[config.mk]
export PLATFORM = sky130hd
export DESIGN_NAME = lti_div
export DESIGN_NICKNAME = d
export VERILOG_FILES = /design/src/rtl/core/lti_pkg.sv /design/src/rtl/core/lti_div.sv
export SDC_FILE = /design/constraint.sdc
export NUM_CORES = 1
export LEC_CHECK = 0
export BUFFER_PORTS_ARGS = -buffer_cell sky130_fd_sc_hd__buf_2
export CAP_MARGIN = 20
export CORE_UTILIZATION = 40
export DETAILED_ROUTE_END_ITERATION = 8
export GPL_TIMING_DRIVEN = 0
export PLACE_DENSITY_LB_ADDON = 0.25
export REMOVE_ABC_BUFFERS = 1
export SYNTH_ARGS = -nofsm -noshare
export SYNTH_HDL_FRONTEND = slang
export SYNTH_SLANG_ARGS = --single-unit
[constraint.sdc]
create_clock -name clock -period 6.4 [get_ports clock]
set_input_delay 1.28 -clock clock [delete_from_list [all_inputs] [get_ports clock]]
set_output_delay 1.28 -clock clock [all_outputs]
set_load 0.02 [all_outputs]
[src/rtl/core/lti_pkg.sv]
// lti_pkg: sizes, codes and the controller state type of the table interpolator
// shared by every file under rtl/core; depends on nothing
package lti_pkg;

   localparam int TABLE_ROWS = 64;
   localparam int SPECIES    = 8;

   localparam int ROW_W  = $clog2(TABLE_ROWS);
   localparam int SP_W   = (SPECIES > 1) ? $clog2(SPECIES) : 1;
   localparam int CNT_W  = $clog2(SPECIES + 1);
   localparam int ADDR_W = ROW_W + SP_W;

   // fixed field widths
   localparam int LP_W    = 24;
   localparam int STEP_W  = 23;
   localparam int LR_W    = 6;
   localparam int NSP_W   = 4;
   localparam int VAL_W   = 16;
   localparam int SUM_W   = 20;
   localparam int OUT_SP_W = 3;
   localparam int CSR_W   = 24;
   localparam int IDX_W   = 2;

   // datapath widths
   localparam int D_W    = LP_W + 1;
   localparam int FNUM_W = LP_W + 2;
   localparam int PROD_W = VAL_W + 1 + FNUM_W;
   localparam int DIV_W  = PROD_W;
   localparam int DVS_W  = STEP_W;

   localparam logic [IDX_W-1:0] REG_LOG_P_MIN      = 2'd0;
   localparam logic [IDX_W-1:0] REG_LOG_P_STEP     = 2'd1;
   localparam logic [IDX_W-1:0] REG_LAST_ROW       = 2'd2;
   localparam logic [IDX_W-1:0] REG_SPECIES_IN_USE = 2'd3;

   localparam logic CMD_LOAD  = 1'b0;
   localparam logic CMD_QUERY = 1'b1;

   typedef enum logic [3:0] {
      ST_IDLE,
      ST_DIV_IP,
      ST_MUL_IP,
      ST_RD0,
      ST_RD1,
      ST_MUL,
      ST_VSTART,
      ST_VWAIT,
      ST_NRD,
      ST_NSTART,
      ST_NWAIT
   } state_type;

endpackage

[src/rtl/core/lti_div.sv]
// lti_div: restoring unsigned divider, one quotient bit per cycle
// used for row index, interpolation and normalization; uses lti_pkg
module lti_div (
   input  logic                      clock,
   input  logic                      reset,
   input  logic                      start,
   input  logic [lti_pkg::DIV_W-1:0] dividend,
   input  logic [lti_pkg::DVS_W-1:0] divisor,
   output logic                      done,
   output logic [lti_pkg::DIV_W-1:0] quotient,
   output logic                      rem_nz
);
   import lti_pkg::*;

   localparam int C_W = $clog2(DIV_W + 1);

   logic             busy_ff, busy_in;
   logic             done_ff, done_in;
   logic [C_W-1:0]   cnt_ff, cnt_in;
   logic [DIV_W-1:0] quo_ff, quo_in;
   logic [DVS_W-1:0] rem_ff, rem_in;
   logic [DVS_W-1:0] dvs_ff, dvs_in;
   logic [DVS_W:0]   trial;
   logic [DVS_W:0]   diff;

   always_comb begin
      trial   = {rem_ff, quo_ff[DIV_W-1]};
      diff    = trial - {1'b0, dvs_ff};
      busy_in = busy_ff;
      done_in = 1'b0;
      cnt_in  = cnt_ff;
      quo_in  = quo_ff;
      rem_in  = rem_ff;
      dvs_in  = dvs_ff;
      if (start) begin
         busy_in = 1'b1;
         cnt_in  = C_W'(DIV_W);
         quo_in  = dividend;
         rem_in  = '0;
         dvs_in  = divisor;
      end else if (busy_ff) begin
         if (trial >= {1'b0, dvs_ff}) begin
            rem_in = diff[DVS_W-1:0];
            quo_in = {quo_ff[DIV_W-2:0], 1'b1};
         end else begin
            rem_in = trial[DVS_W-1:0];
            quo_in = {quo_ff[DIV_W-2:0], 1'b0};
         end
         cnt_in = cnt_ff - 1'b1;
         if (cnt_ff == C_W'(1)) begin
            busy_in = 1'b0;
            done_in = 1'b1;
         end
      end
   end

   always_ff @(posedge clock) begin
      if (reset) begin
         busy_ff <= 1'b0;
         done_ff <= 1'b0;
      end else begin
         busy_ff <= busy_in;
         done_ff <= done_in;
      end
   end

   always_ff @(posedge clock) begin
      cnt_ff <= cnt_in;
      quo_ff <= quo_in;
      rem_ff <= rem_in;
      dvs_ff <= dvs_in;
   end

   assign done     = done_ff;
   assign quotient = quo_ff;
   assign rem_nz   = |rem_ff;

endmodule

**Word level (Yosys, flattened, before mapping)**

Index checks and enable logic that the tools add are counted.

- Bits in registers: 97
- Input bits: 69
- Output and inout port bits: 45
- Logic and storage cells: 22

- Add/sub/neg operators: 2
- $lt $le $gt $ge: 1
- Eq/ne operators: 1
- Multiplexer cells: 8
- Bitwise gates (word level): 1
- Reductions and logical operators: 3

Operators by type and width:

| cell | number |
|---|---|
| two-way mux 43 bit | 2 |
| greater-or-equal comparator 24 x 23 -> 1 bit | 1 |
| two-way mux 23 bit | 1 |
| OR reduction 23 bit | 1 |
| subtractor 23 bit | 1 |
| == test 6 x 1 -> 1 bit, second input constant | 1 |
| subtractor 6 x 1 -> 6 bit, second input constant | 1 |
| two-way mux 1 bit | 5 |
| OR reduction 3 bit | 1 |
| nonzero test 2 bit | 1 |
| NOT 1 bit | 1 |

**Logic depth before layout (Yosys ltp)**

Gate-level depths: netlist of run 1.

- Depth in word-level cells: 4
- Gate-level depth with buffers: 12
- Mapped depth without buffers: 11

**Least setup slack after synthesis of run 1**

OpenSTA, ideal clock, no wires.

- Path type: register to register
- From: reg quo_ff[42], in the netlist quotient[42]
- To: reg rem_ff[19]
- Library setup time: 0.071 ns
- Data arrival time: 2.740 ns
- Required time: 6.329 ns
- Slack: 3.589 ns
- Cell stages (with the launch flop): 12
- Buffers on the path: 0
- Period minus slack after synthesis: 2.811 ns
- Path through: edfxtp_1 -> inv_1 -> ha_1 -> fa_1 -> nand2b_1 -> a21oi_1 -> o2111a_1 -> nor3b_1 -> o21a_4 -> or3_2 -> mux2_2 -> a21oi_1

- Cells in the longest elaborated chain, start to end: 2
- Elaborated cells between the ends (all ways): 3
- Those cells by class: add/sub: 1; order compare: 1; mux: 1

Ends and longest elaborated chain:

| item | line | text |
|---|---|---|
| start: declaration | lti_div.sv:20 | `logic [DIV_W-1:0] quo_ff, quo_in;` |
| start signal: assignment | lti_div.sv:69 | `quo_ff <= quo_in;` |
| subtractor 23 bit or greater-or-equal comparator 24 x 23 -> 1 bit (tied branches) | lti_div.sv:28, lti_div.sv:42 |  |
| two-way mux 23 bit (*) | lti_div.sv:42 | `if (trial >= {1'b0, dvs_ff}) begin` |
| end signal: assignment | lti_div.sv:70 | `rem_ff <= rem_in;` |
| end: declaration | lti_div.sv:21 | `logic [DVS_W-1:0] rem_ff, rem_in;` |

Mark *: on every way between the ends. The rest lies on a longest branch, timed or not.
A chain may end at the register's enable or synchronous reset.

**Final worst setup path of run 1**

- From: reg rem_ff[7]
- To: out rem_nz

- Cells in the longest elaborated chain, start to end: 1

Ends and longest elaborated chain:

| item | line | text |
|---|---|---|
| OR reduction 23 bit | lti_div.sv:76 | `assign rem_nz = \|rem_ff;` |
| end: declaration | lti_div.sv:11 | `output logic rem_nz` |

Every way passes these cells.

==> impl_metrics.tcl, run 1 <==
set metrics [dict create \
    gr-usage-met2_pct 27.4 \
    clockBufferDepth 2 \
    grt_pass1_vias 3995 \
    setup_viol_count_final 0 \
    dp_cells 760 \
    cts_root_buf "clkbuf_16" \
    grtUsageMet1_pct 21.7 \
    placed_cell_area_sq_um 5990 \
    grt_pass1_wl_microns 19200 \
    status "complete, no violations" \
    hold_viol_final 0 \
    synthCells 498 \
    diodes 0 \
    slew_headroom_pct 40.2 \
    postLayoutCellArea_sq_um 6290 \
    first_iter_violations 182 \
    synth_edf_count 66 \
    first_pass_iters 5 \
    viasPerCell 5.27 \
    met3_usage_pct 7.05 \
    end_kind "output pin" \
    h-tree-depth 3 \
    synthTopCellsByCount "edfxtp_1 (66), mux2_2 (44), nand2_1 (42), nor2_1 (42), a21oi_1 (37)" \
    yosys_warnings 0 \
    ir_drop_mv 0.220 \
    cts_num_sinks 97 \
    seqPwrFrac_pct 47.0 \
    max-cap-violations 0 \
    die_w_microns 117 \
    cts_tree "yes" \
    startpoint_type "flip-flop" \
    skew_ps 9.28 \
    hold_start "cnt_ff[5]" \
    hold_path.class "reg -> reg" \
    r2r_slack_ps 3460 \
    remaining_drc_errors 0 \
    fin_cells 777 \
    maxSlewViolCount 0 \
    wl_per_cell_microns 14.8 \
    clkPwrFrac_pct 33.0 \
    ant_nets 0 \
    worstPathMaxFanout 4 \
    ys_top_cells_by_area "edfxtp_1 (37%), dfxtp_1 (12%), mux2_2 (9.3%)" \
    clock_latency_ps 350 \
    r2r_end "rem_ff[19]" \
    reg2reg_depth 11 \
    fp-row-count 41 \
    core_sq_um 12800 \
    area_delta_synth_final_pct 18.2 \
    final_core_util_pct 49.3 \
    fin_tns_setup_ps 0 \
    timing.fmax_ghz 0.328 \
    ys_seq_area_share_pct 48.9 \
    p_sw_w 0.000470 \
    cts_setup_buffers 0 \
    cts_made_buffers 9 \
    die_area_sq_um 13800 \
    ios 114 \
    cts.repair.resized 0 \
    combPwrFrac_pct 20.0 \
    yosysMostFrequentCell "edfxtp_1" \
    path_class "reg -> out" \
    initial_core_util_pct 41.7 \
    finalCriticalPeriod_ps 3040 \
    wirelength_microns 11500 \
    synth_top_cell_by_area "edfxtp_1" \
    ys_types 59 \
    clk_pin_slew_ps 70 \
    hpwl_microns 8130 \
    grt_busiest_layer "met2" \
    rsz0062_at_grt "no" \
    antenna_found_initial 0 \
    min_to "cnt_ff[5]" \
    grt_usage_pct 17.3 \
    gp_congestion 0.843 \
    overflow 0 \
    grt_max_degree 66 \
    crit_arrival_ps 1760 \
    power_switching_share_pct 29.0 \
    min_period_over_period_pct 47.6 \
    synth_area_sq_um 5320 \
    drive_gt1_share_pct 31.7 \
    power.density_nw_per_um2 257 \
    cts_hold_buf 0 \
    tightest_slew_ps 896 \
    r2r-start "quotient[42]" \
    fin_hold_ws_ps 505 \
    whs_path_depth 2 \
    leakagePower_nw 2.62 \
    yosysTopAreaCellShare_pct 37.2 \
    port_buffers 113 \
    ys_ff_latch 97 \
    ys.flop_type "edfxtp_1" \
    synthArstFlopShare_pct 0 \
    fin_nets 695 \
    die_h_microns 117 \
    num_vias 4091 \
    postSynthAreaPerCell_sq_um 10.7 \
    cp.required_ps 5120 \
    intPower_w 0.00115 \
]
-- area by class of cell --
class / count / area [sq um]
repair buffers: 116 / 634
fillers: 1150 / 6480
flip-flops and latches: 97 / 2600
well taps: 172 / 215
clock inverters: 5 / 43.8
multi-input cells: 341 / 2420
clock buffers: 11 / 243
inverters: 35 / 131
-- metal layers --
| metal | up-vias | share of wire (%) |
|---|---|---|
| met2 | 112 | 46 |
| met3 | 14 | 7.7 |
| met4 | 0 | 1.3 |
| li1 | 2040 | - |
| met5 | - | 0 |
| met1 | 1925 | 45 |
-- sequential cells by signal, indices dropped and copies added, names as in the netlist --
register	count
cnt_ff	6
done	1
dvs_ff	23
rem_ff	23
quotient	43
busy_ff	1
-- cell families after synthesis --
kind of cell	count (synthesis)	synth area share, %
flip-flops	97	48.9
adder cells (fa/ha/maj)	26	6.25
multiplexers	47	9.87
buffers and inverters	60	5.62
XOR/XNOR	15	2.47
AO/OA/AOI/OAI	110	14.2
AND/OR/NAND/NOR	143	12.7
-- through the flow --
stage | setup WS (ps) | power [W]
floorplan | 3500 | 0.000990
global placement | 1440 | 0.00109
detailed placement | 3080 | 0.00110
CTS | 3110 | 0.00164
global route | 3200 | 0.00170
finish | 3360 | 0.00162
-- how the worst max path moves through the flow --
stage | startpoint | endpoint | slack (ps)
floorplan | quotient[42] | rem_ff[19] | 3500
global placement | start | quotient[10] | 1440
detailed placement | start | quotient[6] | 3080
CTS | quotient[42] | rem_ff[19] | 3110
global route | rem_ff[7] | rem_nz | 3200
finish | rem_ff[7] | rem_nz | 3360
-- cells in the final DEF, fill, tap and decap left out, drive strengths merged, types with 6 or more instances in the layout --
cell type and n:
buf 116, edfxtp 66, mux2 44, nand2 42, nor2 42, inv 39, a21oi 37, dfxtp 31
ha 25, o21ai 18, nor3 12, xnor2 11, clkbuf 11, a211oi 11, nand3 10, nor4 7
a311oi 7, o21a 6, a21o 6
-- worst max-delay path, stage by stage (launching register included) --
cell     delay, ps
dfxtp_1        330
nor4_1         460
and4_1         330
nand3_1        110
buf_2          180
-- power groups by stage --
stage | sequential [W] | combinational, W | clock (W)
finish | 0.000762 | 0.000324 | 0.000534
global route | 0.000769 | 0.000359 | 0.000572
detailed placement | 0.000775 | 0.000324 | 0
global placement | 0.000778 | 0.000312 | 0
floorplan | 0.000808 | 0.000182 | 0
CTS | 0.000763 | 0.000326 | 0.000550
Note: power is estimated with default switching activity, not from simulation.
==> run 2, diff against run 1 <==
==> constraint.sdc (replaced) <==
create_clock -name clock -period 3 [get_ports clock]
set_input_delay 0.6 -clock clock [delete_from_list [all_inputs] [get_ports clock]]
set_output_delay 0.6 -clock clock [all_outputs]
set_load 0.02 [all_outputs]
==> run 2 against run 1 <==
Effect of this change:
- total power is 110% higher
- design area is 1.6% higher
- clock skew is 0.67 ps higher
- hold slack worse by 90 ps
- first-iteration DRC count is 19% higher
==> impl_metrics.tcl, run 2 (synthesis results as in run 1) <==
set metrics [dict create \
    combPwrFrac_pct 20.4 \
    cts_tree "yes" \
    min_period_over_period_pct 96.6 \
    clockBufferDepth 2 \
    path_class "reg -> reg" \
    num_vias 4167 \
    met2WireLength_microns 5460 \
    regArea_sq_um 2600 \
    diodes 0 \
    power_switching_share_pct 29.3 \
    finalCriticalPeriod_ps 2900 \
    slew_headroom_pct 40.0 \
    largest_register_ffs 43 \
    intPower_w 0.00246 \
    startpoint_type "flip-flop" \
    grt_max_degree 66 \
    antenna_found_initial 0 \
    first_iter_violations 217 \
    area_delta_synth_final_pct 20.1 \
    grt_pass1_vias 3993 \
    final_core_util_pct 50.0 \
    status "complete, no violations" \
    r2r-start "rem_ff[16]" \
    max-cap-violations 0 \
    wl_per_cell_microns 15.2 \
    wirelength_microns 11900 \
    worstPathMaxFanout 13 \
    cts_hold_buf 0 \
    crit_arrival_ps 3130 \
    hpwl_microns 8130 \
    die_w_microns 117 \
    skew_ps 9.95 \
    hold_path.class "in -> reg" \
    viasPerCell 5.32 \
    tightest_slew_ps 899 \
    leakagePower_nw 2.66 \
    h-tree-depth 3 \
    highest_layer "met4" \
    ios 114 \
    clk_pin_slew_ps 70 \
    cts_num_sinks 97 \
    fin_ws_ps 101 \
    die_h_microns 117 \
    drive_gt1_share_pct 33.3 \
    cts_root_buf "clkbuf_16" \
    ant_nets 0 \
    maxSlewViolCount 0 \
    core_sq_um 12800 \
    initial_core_util_pct 41.7 \
    wl_met1_microns 5280 \
    power.density_nw_per_um2 544 \
    end_kind "flip-flop" \
    fillers 1147 \
    grt_usage_pct 17.3 \
    place_ws_ps -259 \
    fp-row-count 41 \
    reg2reg_depth 9 \
    cp.required_ps 3230 \
    die_area_sq_um 13800 \
    rsz0062_at_grt "no" \
    min_to "busy_ff" \
    clkPwrFrac_pct 32.8 \
    wl_met3_microns 1010 \
    hold_start "reset" \
    remaining_drc_errors 0 \
    clock_latency_ps 350 \
    r2r_end "rem_ff[21]" \
    final_cell_mix "buf_2 (112), edfxtp_1 (66), mux2_2 (44)" \
    port_buffers 113 \
    multi_input_area_sq_um 2490 \
    grt_pass1_wl_microns 19200 \
    fin_nets 702 \
    p_sw_w 0.00102 \
    setup_viol_count_final 0 \
    r2r_slack_ps 100 \
    timing.fmax_ghz 0.345 \
    gp_congestion 0.843 \
    first_pass_iters 5 \
    placed_cell_area_sq_um 5990 \
    overflow 0 \
    whs_path_depth 2 \
    ir_drop_mv 0.472 \
    cts_made_buffers 9 \
    hold_viol_final 0 \
    seqPwrFrac_pct 46.7 \
    final_common_cell "buf_2" \
    fin_hold_ws_ps 415 \
    postLayoutCellArea_sq_um 6390 \
]
## run 2: cell types whose count changed in the layout (fill, tap and decap cells not counted), sizes merged
cell | before | now
o21a | 6 | 7
buf | 116 | 121
o21ai | 18 | 19
## run 2: worst max-delay path by stage
stage,startpoint,endpoint,slack (ps)
2_1_floorplan,quotient[42],rem_ff[19],100
3_3_place_gp,start,quotient[10],-1280
3_5_place_dp,quotient[42],rem_ff[19],-260
4_1_cts,quotient[42],rem_ff[4],50
5_1_grt,rem_ff[16],rem_ff[21],0.05
6_report,rem_ff[16],rem_ff[21],100
## run 2: final cells by class
| class | instances | share of cell area, % |
|---|---|---|
| repair buffers | 121 | 10.5 |
| clock inverters | 5 | 0.685 |
| clock buffers | 11 | 3.80 |
| multi-input cells | 343 | 38.9 |
| well taps | 172 | 3.37 |
| inverters | 35 | 2.06 |
| flip-flops and latches | 97 | 40.7 |
## run 2: worst max-delay path, stage by stage (launching register included)
cell and delay (ps):
dfxtp_1 350, ha_1 460, a211oi_2 260, o21bai_1 120, a311o_1 410, a211oi_4 390
o21a_4 310, nor3_1 80, a222oi_1 310, o21ai_1 100
## run 2: stage by stage
step	total power, W	setup TNS (ps)	cells
floorplan	0.00211	0	473
global placement	0.00232	-57700	758
detailed placement	0.00235	-2570	760
CTS	0.00350	0	776
global route	0.00364	0	784
finish	0.00348	0	784
## run 2: power by group through the flow
stage | registers [W] | logic [W] | clock network, W
2_1_floorplan | 0.00172 | 0.000389 | 0
3_3_place_gp | 0.00166 | 0.000665 | 0
3_5_place_dp | 0.00165 | 0.000692 | 0
4_1_cts | 0.00163 | 0.000697 | 0.00117
5_1_grt | 0.00164 | 0.000784 | 0.00122
6_report | 0.00163 | 0.000711 | 0.00114
## run 2: per-layer routing
| metal | vias up | global-route usage (%) |
|---|---|---|
| met5 | - | 0 |
| met1 | 1948 | 21.7 |
| met2 | 147 | 27.4 |
| met4 | 0 | 4.71 |
| met3 | 16 | 7.05 |
| li1 | 2056 | - |
## run 2: repair_timing
| item | in CTS | in global routing |
|---|---|---|
| pin swaps | 0 | 6 |
| cloned | 0 | 2 |
| endpoints found under the hold margin | 0 | 0 |
| endpoints found under the setup margin | 17 | 17 |
| buffers inserted | 0 | 6 |
| resized for setup | 2 | 8 |
==> run 3, diff against run 2 <==
--- a/config.mk
+++ b/config.mk
@@ -7,6 +7,7 @@
 export LEC_CHECK = 0
 export BUFFER_PORTS_ARGS = -buffer_cell sky130_fd_sc_hd__buf_2
 export CAP_MARGIN = 20
+export CORE_ASPECT_RATIO = 2
 export CORE_UTILIZATION = 40
 export DETAILED_ROUTE_END_ITERATION = 8
 export GPL_TIMING_DRIVEN = 0
==> run 3 against run 2 <==
Effect of this change:
- clock power is 9% higher
- critical path depth is 2 higher
- highest routed layer unchanged
- hold slack better by 2.0 ps
- sequential share of layout area is 0.064 points higher
- global-route usage is 1.3 points higher
- maximum frequency hardly changed
- largest power group unchanged
- flip-flop and latch count stayed put
- register-to-register slack hardly changed
- clock skew hardly changed
==> impl_metrics.tcl, run 3 (synthesis results as in run 1) <==
set metrics [dict create \
    clock_latency_ps 350 \
    fin_ws_ps 103 \
    multi_input_area_sq_um 2490 \
    viasPerCell 5.50 \
    cts_num_sinks 97 \
    first_pass_iters 5 \
    reg2reg_depth 11 \
    area_delta_synth_final_pct 19.9 \
    path_class "reg -> reg" \
    hold_viol_final 0 \
    setup_viol_count_final 0 \
    worstPathMaxFanout 7 \
    cp.required_ps 3280 \
    fp-row-count 59 \
    num_vias 4182 \
    core_sq_um 13000 \
    rsz0062_at_grt "no" \
    final_cell_mix "buf_2 (112), edfxtp_1 (66), mux2_2 (44)" \
    leakagePower_nw 2.66 \
    remaining_drc_errors 0 \
    overflow 0 \
    largest_register_ffs 43 \
    place_ws_ps -390 \
    combPwrFrac_pct 20.2 \
    status "complete, no violations" \
    worstSetupStartpoint "quotient[42]" \
    cts_root_buf "clkbuf_16" \
    grt_usage_pct 18.6 \
    critPathCapture "rem_ff[19]" \
    cp_slowest_cell "or3_2" \
    h-tree-depth 3 \
    drive_gt1_share_pct 33.3 \
    skew_ps 9.94 \
    power.density_nw_per_um2 564 \
    intPower_w 0.00253 \
    ios 114 \
    grt_pass1_vias 4186 \
    max-cap-violations 0 \
    p_sw_w 0.00107 \
    initial_core_util_pct 41.0 \
    antenna_found_initial 0 \
    final_common_cell "buf_2" \
    grt_pass1_wl_microns 20300 \
    cts_made_buffers 9 \
    wl_per_cell_microns 17.1 \
    power_switching_share_pct 29.6 \
    startpoint_type "flip-flop" \
    wirelength_microns 13000 \
    ant_nets 0 \
    timing.fmax_ghz 0.345 \
    fin_hold_ws_ps 417 \
    end_kind "flip-flop" \
    crit_arrival_ps 3180 \
    tightest_slew_ps 894 \
    diodes 0 \
    finalPower_w 0.00360 \
    hpwl_microns 9370 \
    regArea_sq_um 2600 \
    port_buffers 113 \
    clk_pin_slew_ps 80 \
    finalCriticalPeriod_ps 2900 \
    slew_headroom_pct 40.3 \
    cts_hold_buf 0 \
    r2r_end "rem_ff[19]" \
    r2r-start "quotient[42]" \
    max_stage_delay_ps 420 \
    die_h_microns 165 \
    grt_max_degree 57 \
    r2r_slack_ps 100 \
    first_iter_violations 189 \
    fillers 1208 \
    die_area_sq_um 13800 \
    maxSlewViolCount 0 \
    clockBufferDepth 2 \
    die_w_microns 83.6 \
    min_period_over_period_pct 96.6 \
    gp_congestion 0.889 \
    ir_drop_mv 0.287 \
    hold_path.class "in -> reg" \
    clkPwrFrac_pct 34.6 \
    cts_tree "yes" \
    fin_nets 699 \
    seqPwrFrac_pct 45.2 \
    cp_cell_sequence "inv_1 -> ha_1 -> fa_1 -> nand2b_4 -> a21oi_2 -> o2111a_1 -> nor3b_2 -> o21a_4 -> or3_2 -> mux2_2 -> a21oi_1" \
]
-- run 3: layout make-up --
cell class / count / area share [%]
inverters: 35 / 2.06
clock buffers: 9 / 3.53
flip-flops and latches: 97 / 40.8
multi-input cells: 343 / 39.0
repair buffers: 118 / 10.1
clock inverters: 7 / 1.51
well taps: 152 / 2.98
-- run 3: worst min-delay path by stage --
stage | start | end | slack [ps] | cells past startpoint
4_1_cts | divisor[22] | dvs_ff[22] | 420 | 1
3_5_place_dp | cnt_ff[5] | cnt_ff[5] | 500 | 2
5_1_grt | divisor[22] | dvs_ff[22] | 410 | 1
2_1_floorplan | rem_ff[18] | rem_ff[18] | 460 | 2
3_3_place_gp | cnt_ff[5] | cnt_ff[5] | 480 | 2
6_report | reset | busy_ff | 420 | 2
-- run 3: worst max-delay path: cells and delay by family (launching register included) --
| kind | cells | cell delay, ps |
|---|---|---|
| multiplexers | 1 | 270 |
| AO/OA/AOI/OAI | 4 | 810 |
| buffers and inverters | 1 | 60 |
| AND/OR/NAND/NOR | 3 | 690 |
| adder cells (fa/ha/maj) | 2 | 620 |
| flip-flops | 1 | 380 |
-- run 3: metrics by stage --
stage	TNS, ps	utilization [%]	std cells	instance area (sq um)
6_report	0	49.1	761	6380
5_1_grt	0	49.1	761	6380
4_1_cts	-4.11	48.7	757	6320
3_5_place_dp	-4970	45.9	740	5970
3_3_place_gp	-58700	45.5	738	5910
2_1_floorplan	0	-	473	5150
-- run 3: what timing repair did --
item,4_1_cts,5_1_grt
pin swaps,1,1
buffers inserted,0,3
gates cloned,1,1
resized for setup,4,7
setup endpoints to repair,19,10
-- run 3: routing by layer --
metal / track usage [%] / routed length [microns]
met1: 18.2 / 4620
met2: 36.0 / 7360
met3: 3.08 / 556
met4: 11.2 / 507
met5: 0 / 0
-- run 3: power groups by stage --
stage | clock (W) | combinational [W] | sequential (W)
final | 0.00124 | 0.000728 | 0.00163
after global routing | 0.00131 | 0.000796 | 0.00164
after CTS | 0.00126 | 0.000714 | 0.00163
after detailed placement | 0 | 0.000706 | 0.00166
after global placement | 0 | 0.000678 | 0.00166
after floorplan | 0 | 0.000389 | 0.00172
